`config.mk`:
```
export PLATFORM = sky130hd
export DESIGN_NAME = window_lift_controller_unit
export DESIGN_NICKNAME = d
export VERILOG_FILES = /design/src/hdl/wlc_pkg.sv /design/src/hdl/wlc_cfg_regs.sv /design/src/hdl/wlc_ctrl_core.sv /design/src/hdl/window_lift_controller_unit.sv
export VERILOG_INCLUDE_DIRS = /design/src /design/src/hdl
export SDC_FILE = /design/constraint.sdc
export NUM_CORES = 1
export LEC_CHECK = 0
export BUFFER_PORTS_ARGS = -buffer_cell sky130_fd_sc_hd__buf_2
export CAP_MARGIN = 0
export CELL_PAD_IN_SITES_DETAIL_PLACEMENT = 0
export CELL_PAD_IN_SITES_GLOBAL_PLACEMENT = 2
export CORE_MARGIN = 4
export CORE_UTILIZATION = 32
export DETAILED_ROUTE_END_ITERATION = 12
export GPL_TIMING_DRIVEN = 0
export PLACE_DENSITY_LB_ADDON = 0.05
export REMOVE_ABC_BUFFERS = 1
export SLEW_MARGIN = 20
export SYNTH_ARGS = -nofsm -noshare
export SYNTH_HDL_FRONTEND = slang
export SYNTH_SLANG_ARGS = --single-unit
```
`constraint.sdc`:
```
create_clock -name i_clk -period 3.6 [get_ports i_clk]
set_input_delay 0.72 -clock i_clk [delete_from_list [all_inputs] [get_ports i_clk]]
set_output_delay 0.72 -clock i_clk [all_outputs]
set_load 0.02 [all_outputs]
```
`src/hdl/window_lift_controller_unit_assert.svh`:
```
// Assertion macros for the window lift controller modules.
// They expect i_clk and i_rst_n in the module that uses them.
`ifndef WINDOW_LIFT_CONTROLLER_UNIT_ASSERT_SVH
`define WINDOW_LIFT_CONTROLLER_UNIT_ASSERT_SVH

`ifndef SYNTHESIS
`define WLC_ASSERT(label, prop, msg) \
    label: assert property (@(posedge i_clk) disable iff (!i_rst_n) prop) else $error(msg);
`define WLC_ASSERT_NEVER(label, expr, msg) \
    label: assert property (@(posedge i_clk) disable iff (!i_rst_n) !(expr)) else $error(msg);
`else
`define WLC_ASSERT(label, prop, msg)
`define WLC_ASSERT_NEVER(label, expr, msg)
`endif

`endif

```
`src/hdl/wlc_pkg.sv`:
```
package wlc_pkg;

    localparam int COUNT_WIDTH = 16;
    localparam int CFG_W       = 16;
    localparam int CFG_IDX_W   = 2;
    // Wide enough to compare the counter against a register at widths up to 33 bits.
    localparam int CMP_W       = 33;

    localparam logic [COUNT_WIDTH-1:0] CNT_MAX = {COUNT_WIDTH{1'b1}};

    localparam logic [CFG_W-1:0] HOLD_TICKS_RESET    = CFG_W'(1000);
    localparam logic [CFG_W-1:0] REVERSE_TICKS_RESET = CFG_W'(1000);

    localparam logic [CFG_IDX_W-1:0] CFG_HOLD_TICKS    = CFG_IDX_W'(0);
    localparam logic [CFG_IDX_W-1:0] CFG_REVERSE_TICKS = CFG_IDX_W'(1);

    localparam logic [1:0] BTN_DRV_OPEN   = 2'd0;
    localparam logic [1:0] BTN_DRV_CLOSE  = 2'd1;
    localparam logic [1:0] BTN_PASS_OPEN  = 2'd2;
    localparam logic [1:0] BTN_PASS_CLOSE = 2'd3;

    typedef enum logic [2:0] {
        MODE_IDLE   = 3'd0,
        MODE_DECIDE = 3'd1,
        MODE_MANUAL = 3'd2,
        MODE_AUTO   = 3'd3,
        MODE_JAM    = 3'd4
    } t_mode;

    typedef struct packed {
        logic [CFG_W-1:0] hold_ticks;
        logic [CFG_W-1:0] reverse_ticks;
    } t_cfg;

    typedef struct packed {
        logic [3:0] btn;          // indexed by the BTN_* codes
        logic       open_end;
        logic       close_end;
        logic       jam_level;
        logic       lock_on;
    } t_item;

    typedef struct packed {
        logic  motor_open;
        logic  motor_close;
        logic  lock_indicator;
        t_mode mode;
    } t_result;

endpackage

```
`src/hdl/wlc_cfg_regs.sv`:
```
module wlc_cfg_regs (
    input  logic                           i_clk,
    input  logic                           i_rst_n,
    input  logic                           i_wr_en,
    input  logic [wlc_pkg::CFG_IDX_W-1:0]  i_index,
    input  logic [wlc_pkg::CFG_W-1:0]      i_data,
    output wlc_pkg::t_cfg                  o_cfg
);
    import wlc_pkg::*;

    t_cfg r_cfg;

    always_ff @(posedge i_clk) begin
        if (!i_rst_n) begin
            r_cfg.hold_ticks    <= HOLD_TICKS_RESET;
            r_cfg.reverse_ticks <= REVERSE_TICKS_RESET;
        end else if (i_wr_en) begin
            // Writes to indexes outside the register list are dropped.
            unique case (i_index)
                CFG_HOLD_TICKS:    r_cfg.hold_ticks    <= i_data;
                CFG_REVERSE_TICKS: r_cfg.reverse_ticks <= i_data;
                default: ;
            endcase
        end
    end

    assign o_cfg = r_cfg;

endmodule

```
`src/hdl/wlc_ctrl_core.sv`:
```
`include "window_lift_controller_unit_assert.svh"

module wlc_ctrl_core (
    input  logic             i_clk,
    input  logic             i_rst_n,
    input  logic             i_step,
    input  wlc_pkg::t_item   i_item,
    input  wlc_pkg::t_cfg    i_cfg,
    output wlc_pkg::t_result o_res
);
    import wlc_pkg::*;

    t_mode                  r_mode, n_mode;
    logic [1:0]             r_btn, n_btn;
    logic [COUNT_WIDTH-1:0] r_cnt, n_cnt;
    logic                   r_jam_prev;

    logic                   jam_fall;
    logic [COUNT_WIDTH-1:0] cnt_inc;
    logic [CFG_W-1:0]       limit;
    logic                   expired;
    logic                   auto_stop;

    always_ff @(posedge i_clk) begin
        if (!i_rst_n) begin
            r_mode     <= MODE_IDLE;
            r_btn      <= BTN_DRV_OPEN;
            r_cnt      <= '0;
            r_jam_prev <= 1'b1;
        end else if (i_step) begin
            r_mode     <= n_mode;
            r_btn      <= n_btn;
            r_cnt      <= n_cnt;
            r_jam_prev <= i_item.jam_level;
        end
    end

    assign jam_fall = r_jam_prev && !i_item.jam_level;
    assign cnt_inc  = (r_cnt != CNT_MAX) ? r_cnt + COUNT_WIDTH'(1) : r_cnt;
    assign limit    = (r_mode == MODE_JAM) ? i_cfg.reverse_ticks : i_cfg.hold_ticks;
    // A saturated counter counts as expired even when the limit lies beyond it.
    assign expired  = ({{(CMP_W-COUNT_WIDTH){1'b0}}, cnt_inc}
                       >= {{(CMP_W-CFG_W){1'b0}}, limit}) || (cnt_inc == CNT_MAX);
    // Even codes open, odd codes close; the seat's other button is the code with bit 0 flipped.
    assign auto_stop = (r_btn[0] ? i_item.close_end : i_item.open_end)
                       || i_item.btn[r_btn] || i_item.btn[r_btn ^ 2'd1];

    always_comb begin
        n_mode = r_mode;
        n_btn  = r_btn;
        n_cnt  = r_cnt;
        if (jam_fall) begin
            n_mode = MODE_JAM;
            n_cnt  = '0;
        end else begin
            unique case (r_mode)
                MODE_IDLE: begin
                    priority if (i_item.btn[BTN_DRV_OPEN]) begin
                        n_mode = MODE_DECIDE;
                        n_btn  = BTN_DRV_OPEN;
                        n_cnt  = '0;
                    end else if (i_item.btn[BTN_DRV_CLOSE]) begin
                        n_mode = MODE_DECIDE;
                        n_btn  = BTN_DRV_CLOSE;
                        n_cnt  = '0;
                    end else if (!i_item.lock_on && i_item.btn[BTN_PASS_OPEN]) begin
                        n_mode = MODE_DECIDE;
                        n_btn  = BTN_PASS_OPEN;
                        n_cnt  = '0;
                    end else if (!i_item.lock_on && i_item.btn[BTN_PASS_CLOSE]) begin
                        n_mode = MODE_DECIDE;
                        n_btn  = BTN_PASS_CLOSE;
                        n_cnt  = '0;
                    end else begin
                        n_mode = MODE_IDLE;
                    end
                end
                MODE_DECIDE: begin
                    n_cnt = cnt_inc;
                    if (expired) begin
                        priority if (i_item.btn[r_btn]) n_mode = MODE_MANUAL;
                        else if (auto_stop)             n_mode = MODE_IDLE;
                        else                            n_mode = MODE_AUTO;
                    end
                end
                MODE_MANUAL: begin
                    if (!i_item.btn[r_btn]) n_mode = MODE_IDLE;
                end
                MODE_AUTO: begin
                    if (auto_stop) n_mode = MODE_IDLE;
                end
                MODE_JAM: begin
                    n_cnt = cnt_inc;
                    if (expired) n_mode = MODE_IDLE;
                end
                default: n_mode = MODE_IDLE;
            endcase
        end
    end

    always_comb begin
        o_res.mode           = n_mode;
        o_res.lock_indicator = i_item.lock_on;
        o_res.motor_open     = (n_mode == MODE_JAM) || (n_mode != MODE_IDLE && !n_btn[0]);
        o_res.motor_close    = (n_mode != MODE_JAM) && (n_mode != MODE_IDLE) && n_btn[0];
    end

    `WLC_ASSERT_NEVER(a_motor_both, o_res.motor_open && o_res.motor_close, "motor driven both ways")
    `WLC_ASSERT(a_jam_enter, i_step && jam_fall |=> r_mode == MODE_JAM, "jam edge missed")
    `WLC_ASSERT(a_hold_state, !i_step |=> $stable(r_mode) && $stable(r_cnt) && $stable(r_btn), "state moved without a tick")
    `WLC_ASSERT(a_manual_exit, i_step && r_mode == MODE_MANUAL && !jam_fall |-> n_mode == MODE_MANUAL || n_mode == MODE_IDLE, "bad exit from manual motion")

endmodule

```
`src/hdl/window_lift_controller_unit.sv`:
```
// A result passes the input register and then the result register before it is valid.
// Throughput: one input transaction per cycle while results are taken; each tick is one pass of the mode logic.
// A waiting result blocks input once the input register also holds a transaction.
// Reset (synchronous, active low) sets the mode to idle, clears the counter, marks the jam line high
// and loads 1000 into both timing registers; the block is ready for transactions once reset is released.
module window_lift_controller_unit (
    input  logic                          i_clk,
    input  logic                          i_rst_n,
    input  logic                          i_in_valid,
    output logic                          o_in_ready,
    input  logic                          i_drv_open_pressed,
    input  logic                          i_drv_close_pressed,
    input  logic                          i_pass_open_pressed,
    input  logic                          i_pass_close_pressed,
    input  logic                          i_open_end_reached,
    input  logic                          i_close_end_reached,
    input  logic                          i_jam_level,
    input  logic                          i_lock_on,
    output logic                          o_out_valid,
    input  logic                          i_out_ready,
    output logic                          o_motor_open,
    output logic                          o_motor_close,
    output logic                          o_lock_indicator,
    output logic [2:0]                    o_mode,
    input  logic                          i_cfg_valid,
    output logic                          o_cfg_ready,
    input  logic [wlc_pkg::CFG_IDX_W-1:0] i_cfg_index,
    input  logic [wlc_pkg::CFG_W-1:0]     i_cfg_data
);
    import wlc_pkg::*;

    logic    r_in_valid;
    t_item   r_item;
    logic    r_out_valid;
    t_result r_res;

    logic    adv;
    t_cfg    cfg;
    t_result res;

    assign o_cfg_ready = 1'b1;

    wlc_cfg_regs u_cfg_regs (
        .i_clk   (i_clk),
        .i_rst_n (i_rst_n),
        .i_wr_en (i_cfg_valid),
        .i_index (i_cfg_index),
        .i_data  (i_cfg_data),
        .o_cfg   (cfg)
    );

    // The held item moves on when the result register is free or being emptied.
    assign adv        = r_in_valid && (!r_out_valid || i_out_ready);
    assign o_in_ready = !r_in_valid || adv;

    always_ff @(posedge i_clk) begin
        if (!i_rst_n) begin
            r_in_valid <= 1'b0;
        end else if (o_in_ready) begin
            r_in_valid <= i_in_valid;
        end
    end

    always_ff @(posedge i_clk) begin
        if (o_in_ready && i_in_valid) begin
            r_item.btn       <= {i_pass_close_pressed, i_pass_open_pressed,
                                 i_drv_close_pressed, i_drv_open_pressed};
            r_item.open_end  <= i_open_end_reached;
            r_item.close_end <= i_close_end_reached;
            r_item.jam_level <= i_jam_level;
            r_item.lock_on   <= i_lock_on;
        end
    end

    wlc_ctrl_core u_ctrl_core (
        .i_clk   (i_clk),
        .i_rst_n (i_rst_n),
        .i_step  (adv),
        .i_item  (r_item),
        .i_cfg   (cfg),
        .o_res   (res)
    );

    always_ff @(posedge i_clk) begin
        if (!i_rst_n) begin
            r_out_valid <= 1'b0;
        end else if (adv) begin
            r_out_valid <= 1'b1;
        end else if (i_out_ready) begin
            r_out_valid <= 1'b0;
        end
    end

    always_ff @(posedge i_clk) begin
        if (adv) begin
            r_res <= res;
        end
    end

    assign o_out_valid      = r_out_valid;
    assign o_motor_open     = r_res.motor_open;
    assign o_motor_close    = r_res.motor_close;
    assign o_lock_indicator = r_res.lock_indicator;
    assign o_mode           = r_res.mode;

endmodule

```
### Word level (Yosys, flattened, before mapping)

Cells that the tools add are included.

| cells by class | value |
|---|---|
| add/sub/neg operators | 1 |
| multipliers | 0 |
| div/mod/pow operators | 0 |
| order comparisons | 3 |
| equal/unequal tests | 10 |
| shifts and indexed selects | 0 |
| mux-type cells | 33 |
| bitwise logic cells | 2 |
| reduce and logical (&&, ||, !) cells | 30 |

Operators with widths:

| kind | count |
|---|---|
| $mux W16 | 7 |
| $pmux W16 S2 | 1 |
| $mux W3 | 9 |
| $add A16 B1 Y16 const B | 1 |
| $eq A16 B16 Y1 const B | 1 |
| $ge A16 B16 Y1 | 1 |
| $ne A16 B16 Y1 const B | 1 |
| $pmux W3 S5 | 1 |
| $mux W2 | 5 |
| $logic_and A1 B1 Y1 | 8 |
| $mux W1 | 8 |
| $eq A3 B2 Y1 const B | 2 |
| $eq A3 B3 Y1 const B | 2 |
| $logic_or A1 B1 Y1 | 6 |
| $lt A2 B3 Y1 const B | 2 |
| $ne A6 B3 Y1 const B | 1 |
| $reduce_bool A3 Y1 | 2 |
| $logic_not A1 Y1 | 5 |
| $bmux W1 S2 | 2 |
| $reduce_and A2 Y1 | 2 |
| $reduce_and A4 Y1 | 1 |
| $reduce_bool A4 Y1 | 1 |
| $eq A3 B1 Y1 const B | 1 |
| $logic_not A3 Y1 | 1 |
| 7 further kinds | 8 |

| word-level totals | value |
|---|---|
| register bits | 70 |
| latch bits | 0 |
| RAM bits | 0 |
| bits in read-only memories | 0 |
| input bits | 31 |
| output and inout bits | 9 |
| memories kept | 0 |

### Logic depth before layout (Yosys ltp)

Gate-level depths: netlist of run 1.

| logic depth | value |
|---|---|
| depth after elaboration | 12 |
| mapped depth | 18 |

### Modules after synthesis

A second synthesis of run 1 with hierarchy kept.

| second synthesis, totals | value |
|---|---|
| cell total of the unflattened synthesis | 421 |
| area, all modules | 4092.7 um2 |

By module, submodules not included:

| module | instances | cells an instance | area each (um2) | seq. area each (um2) |
|---|---|---|---|---|
| wlc_ctrl_core | 1 | 273 | 2270.9 | 440.4 |
| wlc_cfg_regs | 1 | 123 | 1286.2 | 640.6 |
| window_lift_controller_unit | 1 | 25 | 535.5 | 460.4 |

### Least setup slack after synthesis of run 1

No wires, ideal clock.

| path | value |
|---|---|
| path type | register to register |
| from | register u_ctrl_core.r_cnt[0] |
| to | register r_res (netlist bit o_motor_open), data pin |
| library setup time | 276 ps |
| data arrival time | 3555 ps |
| setup slack | -231 ps |
| stages on the path, launching flop included | 16 |
| buffers on the path | 1 |
| clock period less this slack | 3831 ps |
| cells stage by stage | dfxtp_1 ha_1 and3_1 clkbuf_1 nand2_1 nor4_1 nor2_1 a21oi_1 ha_1 a21o_1 a2111oi_0 o21ai_0 a41o_1 nor3_1 o32a_4 a31oi_1 |

RTL lines:

| element | RTL line | text |
|---|---|---|
| start: declaration | wlc_ctrl_core.sv:15 | `logic [COUNT_WIDTH-1:0] r_cnt, n_cnt;` |
| start signal: assignment | wlc_ctrl_core.sv:33 | `r_cnt <= n_cnt;` |
| end signal: assignment | window_lift_controller_unit.sv:96 | `r_res <= res;` |
| end: declaration | window_lift_controller_unit.sv:35 | `t_result r_res;` |

==> flow_metrics.tcl, run 1 <==
set metrics [dict create \
    outcome "finished clean" \
    sw_frac_of_total 0.2438 \
    final_util 0.4081 \
    postSynthRegisterBits 70 \
    regToRegStartpoint "u_ctrl_core.r_cnt[1]" \
    numCtsBuffers 9 \
    die_outline_area_um2 13670 \
    num-fill-cells 1205 \
    post-route-period-util 0.9544 \
    portBuffers 38 \
    dp_slack_ns -1.096 \
    timing.final.hold_violations 0 \
    final_critical_path_setup_slack_ns 0.1640 \
    drive_above_1_share 0.2525 \
    worst_pin_slew_ns 0.7847 \
    critPathTopFamily "compound AO/OA/AOI/OAI gates" \
    drtPass1Iterations 4 \
    floorplan.initialDensity 0.3295 \
    report.final.slew_viol_count 0 \
    fin_hold_ws_ns 0.4526 \
    grt_max_degree 43 \
    synth_top_flop_cell "sky130_fd_sc_hd__dfxtp_1" \
    syn_area_um2 3795 \
    floorplan.die.width_um 116.9 \
    cts_tree "yes" \
    core_um2 11520 \
    maximum_clock_frequency_mhz 291.0 \
    crit_path_cell_trace "ha_4, nand3_4, or4_4, nand3_1, o21a_1, ha_4, a21o_1, a21o_1, a211oi_2, o31ai_1, a41o_2, nor3_2, o32a_4, a31oi_1" \
    areaGrowthSynthToFinish_pct 23.84 \
    final-instance-count-excl-fill 638 \
    synth_cell_types 58 \
    die_height_um 116.9 \
    place_inst 604 \
    place.detailed.hpwl_um 7136 \
    power.switching_uw 464.2 \
    globalRouteTotalUtil 0.1585 \
    num_vias 3332 \
    maxSlewHeadroom 0.4746 \
    grt.overflow.total 0 \
    timing.critical_path.fanout_max 5 \
    portion_of_the_post_synthesis_area_used_by_sequential_elements 0.4062 \
    worstSetupStartpointType "flip-flop" \
    max_stage_delay_ns 0.57 \
    number_of_buffers_and_inverters_on_the_critical_path 0 \
    pwr_density_cell_nw_per_um2 405.1 \
    num_io_pins 40 \
    worst-r2r-setup-slack_ns 0.16 \
    ys_warn_count 0 \
    timing.hold.worst.start "u_cfg_regs.o_cfg[14]" \
    layout.cells.most_common_list "83 x sky130_fd_sc_hd__nand2_1, 43 x sky130_fd_sc_hd__dfxtp_1, 40 x sky130_fd_sc_hd__buf_2" \
    drv_cap 0 \
    power_leakage_nw 1.911 \
    critPathArrivalTime_ns 3.51 \
    crit-reg2reg-capture "o_motor_open" \
    clk_latency_ns 0.34 \
    cts.reportedPaths.clkPinSlew_ns 0.06 \
    report.final.setup_viol 0 \
    timing.hold.worst.class "flip-flop to flip-flop" \
    clock_path_buffers 2 \
    worst-endpoint-required_ns 3.67 \
    pwr-share-comb 0.086 \
    final_antenna_violating_net_count 0 \
    total_wirelength_um 10270 \
    syn_avg_cell_area_um2 8.433 \
    crit_slowest_cell "sky130_fd_sc_hd__or4_4" \
    worst_reg_to_reg_cells 14 \
    synthArstFlopShare 0 \
    place_congestion 0.8072 \
    root_buffer "sky130_fd_sc_hd__clkbuf_16" \
    htree_levels 3 \
    synth_edf_count 14 \
    route.detailed.vias_per_inst 5.223 \
    finalCriticalPeriod_ns 3.436 \
    seq_power_share 0.442 \
    instance_count_of_the_mapped_netlist 450 \
    number_of_drc_violations_after_detailed_routing_iteration_0 141 \
    end_kind "flip-flop" \
    peakVddDrop_uv 229.9 \
    clock-skew-final_ns 0.004216 \
    insertedDiodeCount 0 \
    worstHoldPathCells 2 \
    tritoncts_num_sinks 70 \
    post_drt_wl_per_cell_um 16.10 \
    row_count 39 \
    num-nets-final 538 \
    layout.cells.most_common "sky130_fd_sc_hd__nand2_1" \
    vias_in_the_first_global_route 3071 \
    drc 0 \
    timing.hold.worst_endpoint "u_cfg_regs.o_cfg[14]" \
    grt_antenna_before_repair 0 \
    criticalPathCategory "flip-flop to flip-flop" \
    grt_pass1_wl_um 16300 \
    p_int_mw 1.440 \
    clkPwrFrac 0.472 \
]
-- logic make-up (layout without fill, tap and decap cells) --
logic type | after synthesis | in the layout | synth area share
other | 1 | 1 | 0.0009882
XOR/XNOR | 6 | 6 | 0.01385
adder cells (fa/ha/maj) | 17 | 17 | 0.05605
buffers and inverters | 41 | 86 | 0.04319
AO/OA/AOI/OAI | 95 | 95 | 0.1645
flip-flops | 70 | 70 | 0.4062
AND/OR/NAND/NOR | 196 | 196 | 0.2473
multiplexers | 24 | 24 | 0.06792
-- tightest hold or removal path, cell delays in order, from the launching register on --
cell	delay [ns]
sky130_fd_sc_hd__dfxtp_1	0.30
sky130_fd_sc_hd__nand2_1	0.05
sky130_fd_sc_hd__a21oi_1	0.05
-- flip-flops by register name, indices dropped and copies added, names as in the netlist, 2 cells and up --
signal              count
u_cfg_regs.o_cfg       32
u_ctrl_core.r_cnt      16
r_item                  8
o_mode                  3
u_ctrl_core.r_mode      3
u_ctrl_core.r_btn       2
-- power groups by stage --
| stage | Clock [mW] | Sequential [mW] | Combinational (mW) |
|---|---|---|---|
| 2_1_floorplan | 0 | 0.866 | 0.0905 |
| 3_3_place_gp | 0 | 0.864 | 0.152 |
| 3_5_place_dp | 0 | 0.864 | 0.157 |
| 4_1_cts | 0.929 | 0.847 | 0.162 |
| 5_1_grt | 0.952 | 0.846 | 0.184 |
| 6_report | 0.898 | 0.842 | 0.164 |
-- Yosys cell counts (3+ instances only) --
| cell | number | area [um^2] |
|---|---|---|
| sky130_fd_sc_hd__nor3_1 | 4 | 20.02 |
| sky130_fd_sc_hd__nand2_1 | 84 | 315.3 |
| sky130_fd_sc_hd__mux2_2 | 4 | 45.04 |
| sky130_fd_sc_hd__or4_1 | 3 | 22.52 |
| sky130_fd_sc_hd__edfxtp_1 | 14 | 420.4 |
| sky130_fd_sc_hd__buf_2 | 4 | 20.02 |
| sky130_fd_sc_hd__nor4_1 | 6 | 37.54 |
| sky130_fd_sc_hd__a21oi_1 | 39 | 195.2 |
| sky130_fd_sc_hd__and2_1 | 3 | 18.77 |
| sky130_fd_sc_hd__nand3_1 | 23 | 115.1 |
| sky130_fd_sc_hd__clkbuf_1 | 24 | 90.09 |
| sky130_fd_sc_hd__a31oi_1 | 4 | 25.02 |
| sky130_fd_sc_hd__inv_1 | 10 | 37.54 |
| sky130_fd_sc_hd__mux2i_1 | 19 | 190.2 |
| sky130_fd_sc_hd__a21o_1 | 5 | 37.54 |
| sky130_fd_sc_hd__xnor2_1 | 5 | 43.79 |
| sky130_fd_sc_hd__ha_1 | 17 | 212.7 |
| sky130_fd_sc_hd__nor2_1 | 40 | 150.1 |
| sky130_fd_sc_hd__nand2b_1 | 4 | 25.02 |
| sky130_fd_sc_hd__o21ai_0 | 9 | 45.04 |
| sky130_fd_sc_hd__nor2b_1 | 3 | 18.77 |
| sky130_fd_sc_hd__nand4_1 | 6 | 37.54 |
| sky130_fd_sc_hd__dfxtp_1 | 56 | 1121 |
| sky130_fd_sc_hd__a211oi_1 | 3 | 22.52 |
| sky130_fd_sc_hd__and4_1 | 4 | 35.03 |
| sky130_fd_sc_hd__a22oi_1 | 15 | 112.6 |
| sky130_fd_sc_hd__and3_1 | 5 | 31.28 |
-- metrics by stage --
| step | total power [mW] | setup TNS, ns | instance area, um^2 |
|---|---|---|---|
| after detailed placement | 1.022 | -7.960 | 4079 |
| after global routing | 1.982 | -0.04584 | 4700 |
| after floorplan | 0.9560 | -0.3896 | 3672 |
| final | 1.904 | 0 | 4700 |
| after CTS | 1.938 | 0 | 4479 |
| after global placement | 1.016 | -14.85 | 4041 |
-- layout make-up --
| cell class | instances | area, um^2 | area share |
|---|---|---|---|
| Sequential cell | 70 | 1575 | 0.3352 |
| Tap cell | 143 | 178.9 | 0.03807 |
| Clock inverter | 6 | 60.06 | 0.01278 |
| Clock buffer | 10 | 239.0 | 0.05085 |
| Multi-Input combinational cell | 339 | 2257 | 0.4803 |
| Inverter | 11 | 42.54 | 0.009052 |
| Timing Repair Buffer | 59 | 346.6 | 0.07375 |
-- metal layers --
metal / GRT usage / wire [um] / vias to the layer above
li1: - / - / 1693
met1: 0.2217 / 5111 / 1558
met2: 0.2385 / 4581 / 65
met3: 0.02982 / 363 / 16
met4: 0.06881 / 217 / 0
met5: 0 / 0 / -
-- repair_timing --
action,4_1_cts,5_1_grt
gates resized for setup,23,30
setup endpoints to repair,8,8
buffers inserted,4,14
cloned,0,0
hold buffers,0,0
pin swaps,3,14
-- how the worst max path moves through the flow --
stage	slack (ns)	startpoint	to	depth (start not counted)
final	0.16	u_ctrl_core.r_cnt[1]	o_motor_open	14
after global routing	-0.02	u_ctrl_core.r_cnt[1]	o_motor_open	16
after CTS	0.01	u_ctrl_core.r_cnt[4]	u_ctrl_core.r_mode[0]	13
after detailed placement	-1.10	u_ctrl_core.r_cnt[0]	o_motor_open	14
after global placement	-1.19	u_ctrl_core.r_cnt[0]	o_motor_open	14
after floorplan	-0.13	u_ctrl_core.r_cnt[0]	o_motor_open	14
Note: power is estimated with default switching activity, not from simulation.
==> inputs of run 2 (changes only) <==
--- a/config.mk
+++ b/config.mk
@@ -8,7 +8,7 @@
 export LEC_CHECK = 0
 export BUFFER_PORTS_ARGS = -buffer_cell sky130_fd_sc_hd__buf_2
 export CAP_MARGIN = 0
-export CELL_PAD_IN_SITES_DETAIL_PLACEMENT = 0
+export CELL_PAD_IN_SITES_DETAIL_PLACEMENT = 2
 export CELL_PAD_IN_SITES_GLOBAL_PLACEMENT = 2
 export CORE_MARGIN = 4
 export CORE_UTILIZATION = 32
==> run 2 against run 1 <==
Against the previous run:
- sequential share of layout area down 0.84 points
- first-iteration DRC count down 18%
- setup slack worse by 0.059 ns
- count of clock-buffer cells in the layout unchanged
- core utilization up 0.88 points
- die area unchanged
- global-route usage up 2.3 points
- combinational power up 4%
- via count up 8.0%
- fmax down 1.7%
- largest cell class unchanged
- highest routed layer unchanged
==> flow_metrics.tcl, run 2 (synthesis gave the netlist of run 1 again) <==
set metrics [dict create \
    worst-endpoint-required_ns 3.77 \
    number_of_drc_violations_after_detailed_routing_iteration_0 116 \
    areaGrowthSynthToFinish_pct 26.51 \
    power_leakage_nw 1.963 \
    insertedDiodeCount 0 \
    layout.cells.most_common_list "83 x sky130_fd_sc_hd__nand2_1, 44 x sky130_fd_sc_hd__dfxtp_1, 40 x sky130_fd_sc_hd__buf_2" \
    critical_path.startpoint "u_ctrl_core.r_cnt[0]" \
    post-route-period-util 0.9708 \
    die_height_um 116.9 \
    drv_cap 0 \
    finalPower_mw 1.925 \
    worst-r2r-setup-slack_ns 0.11 \
    row_count 39 \
    floorplan.initialDensity 0.3295 \
    pwr_density_cell_nw_per_um2 401.0 \
    clock-skew-final_ns 0.004960 \
    worst_reg_to_reg_cells 15 \
    final_util 0.4169 \
    htree_levels 3 \
    core_um2 11520 \
    grt_pass1_wl_um 18950 \
    timing.final.hold_violations 0 \
    final-instance-count-excl-fill 648 \
    report.final.setup_viol 0 \
    place.detailed.hpwl_um 8318 \
    criticalPathCategory "flip-flop to flip-flop" \
    finalSetupTns_ns 0 \
    drtPass1Iterations 4 \
    largest_register_ffs 32 \
    worstHoldPathCells 2 \
    layout.cells.most_common "sky130_fd_sc_hd__nand2_1" \
    place_congestion 0.8072 \
    drc 0 \
    cts_tree "yes" \
    num_vias 3597 \
    outcome "finished clean" \
    maxSlewHeadroom 0.4789 \
    num_io_pins 40 \
    grt.overflow.total 0 \
    worstSetupStartpointType "flip-flop" \
    end_kind "flip-flop" \
    post_drt_wl_per_cell_um 20.01 \
    maximum_clock_frequency_mhz 286.1 \
    critPathArrivalTime_ns 3.67 \
    timing.hold.worst_endpoint "u_cfg_regs.o_cfg[29]" \
    regToRegStartpoint "u_ctrl_core.r_cnt[0]" \
    peakVddDrop_uv 234.5 \
    final_antenna_violating_net_count 0 \
    numCtsBuffers 9 \
    grt_max_degree 43 \
    route.detailed.vias_per_inst 5.551 \
    clk_latency_ns 0.34 \
    finalCriticalPeriod_ns 3.495 \
    num-nets-final 548 \
    portBuffers 38 \
    root_buffer "sky130_fd_sc_hd__clkbuf_16" \
    grt_antenna_before_repair 0 \
    worst_pin_slew_ns 0.7782 \
    crit-reg2reg-capture "o_motor_close" \
    timing.hold.worst.start "u_cfg_regs.o_cfg[29]" \
    total_wirelength_um 12970 \
    floorplan.die.width_um 116.9 \
    die_outline_area_um2 13670 \
    report.final.slew_viol_count 0 \
    tritoncts_num_sinks 70 \
    place_inst 604 \
    globalRouteTotalUtil 0.1812 \
    timing.hold.worst.class "flip-flop to flip-flop" \
    drive_above_1_share 0.2733 \
    cts.reportedPaths.clkPinSlew_ns 0.06 \
    timing.critical_path.fanout_max 4 \
    clock_path_buffers 2 \
    vias_in_the_first_global_route 3666 \
]
-- run 2: cell types whose count changed in the layout (fill, tap and decap cells not counted), moves of 2 or more --
cell	change
sky130_fd_sc_hd__mux2i_2	+2
sky130_fd_sc_hd__nor2_2	-2
sky130_fd_sc_hd__mux2i_1	-2
sky130_fd_sc_hd__dfxtp_4	-2
sky130_fd_sc_hd__nand3_2	+2
sky130_fd_sc_hd__buf_4	+10
sky130_fd_sc_hd__nand3_1	-2
-- run 2: metrics by stage --
step,instance area [um^2],hold WS [ns],worst slack (ns)
floorplan,3672,0.4305,-0.1252
global placement,4041,0.4407,-1.190
global route,4801,0.4819,-0.1080
finish,4801,0.4571,0.1050
CTS,4559,0.4627,0.008702
detailed placement,4079,0.4548,-1.174
-- run 2: critical path, stage by stage, from the launching register on --
cell and delay [ns]:
sky130_fd_sc_hd__dfxtp_4 0.35, sky130_fd_sc_hd__ha_4 0.17, sky130_fd_sc_hd__and3_4 0.21, sky130_fd_sc_hd__buf_4 0.14, sky130_fd_sc_hd__buf_4 0.15, sky130_fd_sc_hd__nand4_1 0.14, sky130_fd_sc_hd__mux2i_2 0.30, sky130_fd_sc_hd__inv_2 0.07
sky130_fd_sc_hd__ha_1 0.32, sky130_fd_sc_hd__a21o_1 0.20, sky130_fd_sc_hd__a211oi_2 0.19, sky130_fd_sc_hd__o31ai_1 0.09, sky130_fd_sc_hd__a41o_1 0.28, sky130_fd_sc_hd__o31ai_2 0.29, sky130_fd_sc_hd__a22oi_2 0.18, sky130_fd_sc_hd__a211oi_2 0.24
-- run 2: per-layer routing --
layer / part of all wire / global-route usage
met5: 0 / 0
met1: 0.45 / 0.2350
met3: 0.030 / 0.02879
met4: 0.020 / 0.06728
met2: 0.50 / 0.3041
-- run 2: worst max-delay path by stage --
stage                     depth (start not counted)             to
after detailed placement                         14  o_motor_close
after CTS                                        13  o_motor_close
final                                            15  o_motor_close
after global placement                           14   o_motor_open
after global routing                             10  o_motor_close
after floorplan                                  14   o_motor_open
-- run 2: what timing repair did --
item | 4_1_cts | 5_1_grt
setup buffers | 11 | 17
pin swaps | 7 | 22
setup endpoints to repair | 8 | 8
hold buffers | 0 | 0
gates resized for setup | 36 | 19
-- run 2: where the power goes --
part	internal, mW	leakage (nW)	switching, mW
registers	0.826	0.598	0.0194
clock network	0.553	0.146	0.356
logic	0.0651	1.22	0.106
total	1.44	1.96	0.481
-- run 2: area by class of cell --
cell class                      count  area [um^2]
Clock inverter                      6        60.06
Clock buffer                       10        239.0
Timing Repair Buffer               69        421.7
Tap cell                          143        178.9
Fill cell                        1266         6715
Inverter                           11        42.54
Sequential cell                    70         1569
Multi-Input combinational cell    339         2290
